`config.mk`:
```
export PLATFORM = sky130hd
export DESIGN_NAME = sensor_board_frame_receiver
export DESIGN_NICKNAME = d
export VERILOG_FILES = /design/src/hw/rtl/sbfr_pkg.sv /design/src/hw/rtl/sbfr_frame_asm.sv /design/src/hw/rtl/sbfr_link_timer.sv /design/src/hw/rtl/sbfr_frame_proc.sv /design/src/hw/rtl/sensor_board_frame_receiver.sv
export SDC_FILE = /design/constraint.sdc
export NUM_CORES = 1
export LEC_CHECK = 0
export ABC_AREA = 0
export BUFFER_PORTS_ARGS = -buffer_cell sky130_fd_sc_hd__buf_4
export CORE_MARGIN = 10
export CORE_UTILIZATION = 49
export DETAILED_ROUTE_END_ITERATION = 7
export GPL_TIMING_DRIVEN = 0
export PLACE_DENSITY_LB_ADDON = 0.2
export SYNTH_ARGS = -nofsm -noshare
export SYNTH_HDL_FRONTEND = slang
export SYNTH_SLANG_ARGS = --single-unit
```
`constraint.sdc`:
```
create_clock -name aclk -period 7.8 [get_ports aclk]
set_input_delay 0.78 -clock aclk [delete_from_list [all_inputs] [get_ports aclk]]
set_output_delay 0.78 -clock aclk [all_outputs]
set_load 0.02 [all_outputs]
```
`src/hw/rtl/sbfr_pkg.sv`:
```
// Shared types and constants for the sensor board frame receiver.
package sbfr_pkg;

    localparam int FRAME_BYTES = 8;
    localparam int STORE_DEPTH = FRAME_BYTES - 1;
    localparam int IDX_W       = $clog2(FRAME_BYTES);
    localparam logic [IDX_W-1:0] IDX_LAST = IDX_W'(FRAME_BYTES - 1);

    localparam logic [3:0] SYNC_NIBBLE = 4'hC;
    localparam logic [7:0] CODE_PEDAL  = 8'h55;
    localparam logic [7:0] CODE_FREE   = 8'hAA;
    localparam logic [8:0] GYRO_OFFSET = 9'h058;

    localparam int CFG_IDX_W  = 2;
    localparam int CFG_DATA_W = 16;
    localparam logic [CFG_IDX_W-1:0] CFG_INVERT_ANGLE  = 2'd0;
    localparam logic [CFG_IDX_W-1:0] CFG_GYRO_ENABLE   = 2'd1;
    localparam logic [CFG_IDX_W-1:0] CFG_TIMEOUT_LIMIT = 2'd2;
    localparam logic [CFG_IDX_W-1:0] CFG_RELEASE_COUNT = 2'd3;

    localparam logic        RST_INVERT_ANGLE  = 1'b1;
    localparam logic        RST_GYRO_ENABLE   = 1'b0;
    localparam logic [15:0] RST_TIMEOUT_LIMIT = 16'd30000;
    localparam logic [3:0]  RST_RELEASE_COUNT = 4'd8;

    typedef struct packed {
        logic        invert_angle;
        logic        gyro_enable;
        logic [15:0] timeout_limit;
        logic [3:0]  release_count;
    } cfg_t;

    // A completed frame, valid for the beat that carries its last byte
    typedef struct packed {
        logic        done;
        logic [7:0]  remote_byte;
        logic [7:0]  code;
        logic [15:0] angle_a;
        logic [15:0] angle_b;
        logic [7:0]  gyro_a;
        logic [7:0]  gyro_b;
    } frame_t;

    typedef struct packed {
        logic timeout;
        logic link_lost;
    } link_t;

    typedef struct packed {
        logic [3:0]  remote;
        logic [17:0] angle;
        logic        pedal;
        logic [8:0]  gyro;
        logic        frame_error;
    } status_t;

endpackage

```
`src/hw/rtl/sbfr_frame_asm.sv`:
```
// Frame assembler: byte position, header resync and byte store.
module sbfr_frame_asm
    import sbfr_pkg::*;
(
    input  logic       aclk,
    input  logic       aresetn,
    input  logic       byte_en,
    input  logic [7:0] rx_byte,
    output frame_t     frame
);

    logic [IDX_W-1:0] byte_index_reg;
    logic [IDX_W-1:0] byte_index_next;
    logic [7:0]       store_reg [STORE_DEPTH];

    always_comb begin
        byte_index_next = byte_index_reg;
        if (byte_en) begin
            if (byte_index_reg == IDX_LAST) begin
                byte_index_next = '0;
            end else if (byte_index_reg == IDX_W'(0) && rx_byte[7:4] != SYNC_NIBBLE) begin
                byte_index_next = '0;
            end else if (byte_index_reg == IDX_W'(1) && rx_byte != CODE_PEDAL
                         && rx_byte != CODE_FREE) begin
                byte_index_next = '0;
            end else begin
                byte_index_next = byte_index_reg + IDX_W'(1);
            end
        end
    end

    always_ff @(posedge aclk) begin
        if (!aresetn) begin
            byte_index_reg <= '0;
        end else begin
            byte_index_reg <= byte_index_next;
        end
    end

    // The last byte is used straight from the beat, never stored
    always_ff @(posedge aclk) begin
        if (byte_en && byte_index_reg != IDX_LAST) begin
            store_reg[byte_index_reg] <= rx_byte;
        end
    end

    always_comb begin
        frame.done        = byte_en && byte_index_reg == IDX_LAST;
        frame.remote_byte = store_reg[0];
        frame.code        = store_reg[1];
        frame.angle_a     = {store_reg[3], store_reg[2]};
        frame.angle_b     = {store_reg[5], store_reg[4]};
        frame.gyro_a      = store_reg[6];
        frame.gyro_b      = rx_byte;
    end

endmodule

```
`src/hw/rtl/sbfr_link_timer.sv`:
```
// Idle tick counter with link timeout and sticky link-lost flag.
module sbfr_link_timer
    import sbfr_pkg::*;
(
    input  logic        aclk,
    input  logic        aresetn,
    input  logic        beat_en,
    input  logic        byte_present,
    input  logic [15:0] timeout_limit,
    output link_t       link
);

    logic [15:0] idle_ticks_reg;
    logic [15:0] idle_ticks_next;
    logic        link_lost_reg;
    logic        timeout;

    always_comb begin
        timeout         = 1'b0;
        idle_ticks_next = idle_ticks_reg;
        if (beat_en) begin
            if (byte_present) begin
                idle_ticks_next = '0;
            end else if (idle_ticks_reg >= timeout_limit) begin
                // hold the count; every further tick times out again
                timeout = 1'b1;
            end else begin
                idle_ticks_next = idle_ticks_reg + 16'd1;
            end
        end
    end

    always_ff @(posedge aclk) begin
        if (!aresetn) begin
            idle_ticks_reg <= '0;
            link_lost_reg  <= 1'b0;
        end else begin
            idle_ticks_reg <= idle_ticks_next;
            link_lost_reg  <= link.link_lost;
        end
    end

    assign link.timeout   = timeout;
    assign link.link_lost = link_lost_reg | timeout;

endmodule

```
`src/hw/rtl/sbfr_frame_proc.sv`:
```
// Frame decoder: remote debounce, angle check and sum, pedal hold, gyro capture.
module sbfr_frame_proc
    import sbfr_pkg::*;
(
    input  logic    aclk,
    input  logic    aresetn,
    input  frame_t  frame,
    input  cfg_t    cfg,
    input  logic    timeout,
    output status_t status_next
);

    status_t     status_reg;
    logic [3:0]  prev_nibble_reg;
    logic [3:0]  prev_nibble_next;
    logic [15:0] last_raw_reg;
    logic [15:0] last_raw_next;
    logic [3:0]  pedal_hold_reg;
    logic [3:0]  pedal_hold_next;
    logic [3:0]  nibble;
    logic [17:0] sum;

    assign nibble = frame.remote_byte[3:0];
    assign sum    = {{2{frame.angle_a[15]}}, frame.angle_a}
                  + {{2{last_raw_reg[15]}}, last_raw_reg};

    always_comb begin
        status_next      = status_reg;
        prev_nibble_next = prev_nibble_reg;
        last_raw_next    = last_raw_reg;
        pedal_hold_next  = pedal_hold_reg;
        if (timeout) begin
            status_next.remote = '0;
        end
        if (frame.done) begin
            if (nibble == prev_nibble_reg) begin
                status_next.remote = nibble;
            end
            prev_nibble_next = nibble;
            if (frame.angle_a == frame.angle_b) begin
                status_next.angle = cfg.invert_angle ? -sum : sum;
                last_raw_next     = frame.angle_a;
                if (frame.code == CODE_PEDAL) begin
                    status_next.pedal = 1'b1;
                    pedal_hold_next   = '0;
                end else if (pedal_hold_reg >= cfg.release_count) begin
                    status_next.pedal = 1'b0;
                end else begin
                    pedal_hold_next = pedal_hold_reg + 4'd1;
                end
                if (cfg.gyro_enable && frame.gyro_a == frame.gyro_b) begin
                    status_next.gyro = {1'b0, frame.gyro_a} - GYRO_OFFSET;
                end
            end else begin
                // mismatch: keep angle, pedal and gyro
                status_next.frame_error = 1'b1;
            end
        end
    end

    always_ff @(posedge aclk) begin
        if (!aresetn) begin
            status_reg      <= '0;
            prev_nibble_reg <= '0;
            last_raw_reg    <= '0;
            pedal_hold_reg  <= '0;
        end else begin
            status_reg      <= status_next;
            prev_nibble_reg <= prev_nibble_next;
            last_raw_reg    <= last_raw_next;
            pedal_hold_reg  <= pedal_hold_next;
        end
    end

endmodule

```
`src/hw/rtl/sensor_board_frame_receiver.sv`:
```
// Each accepted input beat has its result beat in the output register from the next cycle.
// One beat per cycle unless stalled; all frame and timer state updates in the accepting cycle.
// s_tready stays high while the output register is empty or being drained.
// Reset (aresetn low, synchronous) clears frame position, status, timer and output valid,
// and loads the configuration defaults; the frame byte store is not cleared.
module sensor_board_frame_receiver
    import sbfr_pkg::*;
(
    input  logic                  aclk,
    input  logic                  aresetn,
    input  logic                  s_tvalid,
    output logic                  s_tready,
    input  logic [7:0]            s_tdata,   // [7:0] rx_byte
    input  logic                  s_tuser,   // [0] byte_present
    output logic                  m_tvalid,
    input  logic                  m_tready,
    // [3:0] remote_value, [21:4] angle_sum, [22] pedal_on, [31:23] gyro_value,
    // [32] frame_error, [33] link_lost, [34] timeout, [39:35] zero
    output logic [39:0]           m_tdata,
    output logic                  m_tlast,   // frame_done
    input  logic                  cfg_wr_en,
    input  logic [CFG_IDX_W-1:0]  cfg_index,
    input  logic [CFG_DATA_W-1:0] cfg_wdata
);

    cfg_t    cfg_reg;
    frame_t  frame;
    link_t   link;
    status_t status_next;
    logic    accept;
    logic    m_tvalid_reg;
    logic    m_tvalid_next;
    logic [39:0] m_tdata_reg;
    logic    m_tlast_reg;

    assign s_tready = !m_tvalid_reg || m_tready;
    assign accept   = s_tvalid && s_tready;

    always_ff @(posedge aclk) begin
        if (!aresetn) begin
            cfg_reg.invert_angle  <= RST_INVERT_ANGLE;
            cfg_reg.gyro_enable   <= RST_GYRO_ENABLE;
            cfg_reg.timeout_limit <= RST_TIMEOUT_LIMIT;
            cfg_reg.release_count <= RST_RELEASE_COUNT;
        end else if (cfg_wr_en) begin
            case (cfg_index)
                CFG_INVERT_ANGLE:  cfg_reg.invert_angle  <= cfg_wdata[0];
                CFG_GYRO_ENABLE:   cfg_reg.gyro_enable   <= cfg_wdata[0];
                CFG_TIMEOUT_LIMIT: cfg_reg.timeout_limit <= cfg_wdata[15:0];
                CFG_RELEASE_COUNT: cfg_reg.release_count <= cfg_wdata[3:0];
                default: ;
            endcase
        end
    end

    sbfr_frame_asm u_frame_asm (
        .aclk    (aclk),
        .aresetn (aresetn),
        .byte_en (accept && s_tuser),
        .rx_byte (s_tdata),
        .frame   (frame)
    );

    sbfr_link_timer u_link_timer (
        .aclk          (aclk),
        .aresetn       (aresetn),
        .beat_en       (accept),
        .byte_present  (s_tuser),
        .timeout_limit (cfg_reg.timeout_limit),
        .link          (link)
    );

    sbfr_frame_proc u_frame_proc (
        .aclk        (aclk),
        .aresetn     (aresetn),
        .frame       (frame),
        .cfg         (cfg_reg),
        .timeout     (link.timeout),
        .status_next (status_next)
    );

    always_comb begin
        m_tvalid_next = m_tvalid_reg;
        if (accept) begin
            m_tvalid_next = 1'b1;
        end else if (m_tready) begin
            m_tvalid_next = 1'b0;
        end
    end

    always_ff @(posedge aclk) begin
        if (!aresetn) begin
            m_tvalid_reg <= 1'b0;
        end else begin
            m_tvalid_reg <= m_tvalid_next;
        end
    end

    // load the result beat; hold it while stalled
    always_ff @(posedge aclk) begin
        if (accept) begin
            m_tdata_reg <= {5'd0, link.timeout, link.link_lost, status_next.frame_error,
                            status_next.gyro, status_next.pedal, status_next.angle,
                            status_next.remote};
            m_tlast_reg <= frame.done;
        end
    end

    assign m_tvalid = m_tvalid_reg;
    assign m_tdata  = m_tdata_reg;
    assign m_tlast  = m_tlast_reg;

endmodule
```
==> impl_metrics.tcl <==
set metrics [dict create \
    outcome "finished, final reports clean" \
    cap_violations 0 \
    layout-drive-gt1-share 0.141 \
    grt_max_degree 40 \
    place_hpwl_um 15000 \
    ys_dominant_reg_cell "dfxtp_1" \
    dr.pass1.iters 5 \
    power.density_nw_per_um2 192 \
    largest_reg_flops 52 \
    routed_via_density 5.50 \
    ant_nets 0 \
    ir_drop_uv 171 \
    dpl_worst_slack_ps 3140 \
    cts_root_buf "clkbuf_16" \
    grt_setup_unrepaired "false" \
    setup_ws_ps 3530 \
    wl_per_cell_um 16.7 \
    grt_usage 0.167 \
    ctsResizeCount 0 \
    yosys_warnings 0 \
    post-cts-setup-buffers 0 \
    cts_inserted_buffers 17 \
    synth_cells 875 \
    ys_async_sr_fraction 0 \
    finalCritPeriodShare 0.547 \
    report.final.slew_viol_count 0 \
    seq_area_um2 4640 \
    synth_area_um2 9090 \
    critPathMaxFanout 39 \
    port_buffers 68 \
    reg2reg_slack_ps 3650 \
    tns_ps 0 \
    final_nets 1043 \
    setup_viol 0 \
    synth_cell_types 76 \
    layout_common_cells "dfxtp_1 (100), edfxtp_1 (88), nand2_1 (81)" \
    arrival_ps 4590 \
    grt_pass1_wl_um 32600 \
    layout_commonest_cell "dfxtp_1" \
    start_kind "primary input" \
    synth_seq_cells 188 \
    p_leak_nw 4.14 \
    syn_to_final_growth_pct 15.3 \
    fin_crit_ps 4270 \
    ctsHoldBuffers 0 \
    place.gp.congestion 0.852 \
    cts.clk_slew.worst_paths_ps 70 \
    h-tree-depth 4 \
    yosys-top-cells-area "edfxtp_1 (29%), dfxtp_1 (22%), ha_1 (6.1%)" \
    skew_ps 13.3 \
    routed_wl_um 20200 \
    dieWidth_um 156 \
    clk_latency_ps 440 \
    die_area_um2 24400 \
    vias 6643 \
    cts_buffer_depth 2 \
    cts_tree "built" \
    end_kind "register" \
    hold_violations 0 \
    synth_top_area_frac 0.291 \
    io_pins 75 \
    yosysSeqAreaShare 0.511 \
    syn_avg_cell_area_um2 10.4 \
    dieHeight_um 156 \
    hp-class "register to register" \
    multiInputGateArea_um2 4130 \
    fillerInstances 1545 \
    clock-sinks 188 \
    antenna_found_initial 0 \
    diodes 0 \
    fmax_mhz 234 \
    grt_pass1_vias 6430 \
    relSlewSlack 0.363 \
    tightest_slew_ps 949 \
    drt_iter0_drc 321 \
    start_util 0.503 \
    rows 49 \
    required_ps 8130 \
    route.detailed.drc 0 \
    core_um2 18100 \
    synth_top_area_cell "edfxtp_1" \
    grt_overflow_total 0 \
    synth_edf_count 88 \
    crit_type "primary input to register" \
]
## metrics by stage
step                hold WS [ps]  cell area, um2  power [W]  utilization  instances
floorplan                    436            9100    0.00113            -        879
global placement             442            9900    0.00118        0.547       1176
detailed placement           450            9900    0.00118        0.547       1176
CTS                          467           10500    0.00202        0.580       1208
global route                 485           10500    0.00207        0.580       1208
finish                       465           10500    0.00201        0.580       1208
## power breakdown
part | switching [W] | internal [W] | leakage [nW]
Clock | 0.000400 | 0.000452 | 0.279
Sequential | 0.00000647 | 0.00104 | 1.64
Combinational | 0.0000665 | 0.0000386 | 2.22
## Yosys cell counts (5+ instances only)
cell type  instances
or4_1              5
xnor2_1           28
a21boi_0           5
nand2_1           81
nand3_1           14
or3_1             16
nor4_1             6
a211oi_1          10
ha_1              44
o211ai_1          13
dfxtp_1          100
clkbuf_1          27
o31ai_1            5
and2_1            30
nand2b_1           5
o21a_1             5
a21oi_1           60
mux2_2             8
inv_1             42
o21ai_0           38
and3_1             5
mux2i_1           24
nor2_1            72
xor2_1            24
a21o_1            15
nor3_1             8
nand4_1           17
buf_4              5
edfxtp_1          88
## layer usage
layer,share of wire,global-route usage,vias up
met3,0.047,0.0419,20
met4,0.019,0.0602,0
met5,0,0,-
li1,-,-,3335
met2,0.46,0.266,151
met1,0.47,0.215,3137
## worst max-delay path, cell delays in order
cell and delay [ps]:
buf_4 70, nand2b_1 130, nand2_1 130, inv_2 650, nand3_1 440, inv_1 300, and2_1 160, clkbuf_1 590
buf_1 570, nand3_1 390, nand2_1 290, nor2_1 80
## cell families after synthesis
family / count (synthesis) / synth area share
AOI/OAI and AO/OA: 192 / 0.145
xor gates and xnor gates: 52 / 0.0501
adders and majority gates: 45 / 0.0628
buffers and inverters: 80 / 0.0363
DFF: 188 / 0.511
muxes: 32 / 0.0363
other: 1 / 0.000413
and+or+nand+nor: 285 / 0.158
## path summary, 6_finish.rpt
kind | from | end | cells after the start
worst max-delay path | m_tready | u_frame_proc.pedal_hold_reg[1] | 12
worst min-delay path | cfg_reg[5] | cfg_reg[5] | 2
worst max register to register | m_tvalid | u_frame_proc.pedal_hold_reg[1] | 11
worst min register to register | cfg_reg[5] | cfg_reg[5] | 2
## cell type report
cell class | count | area share
inverter | 42 | 0.0150
clock buffer | 17 | 0.0406
timing repair buffer | 68 | 0.0487
buffer | 38 | 0.0165
sequential | 188 | 0.443
multi-input combinational | 611 | 0.394
tap | 229 | 0.0273
clock inverter | 15 | 0.0148
(Power assumes the default switching activity.)
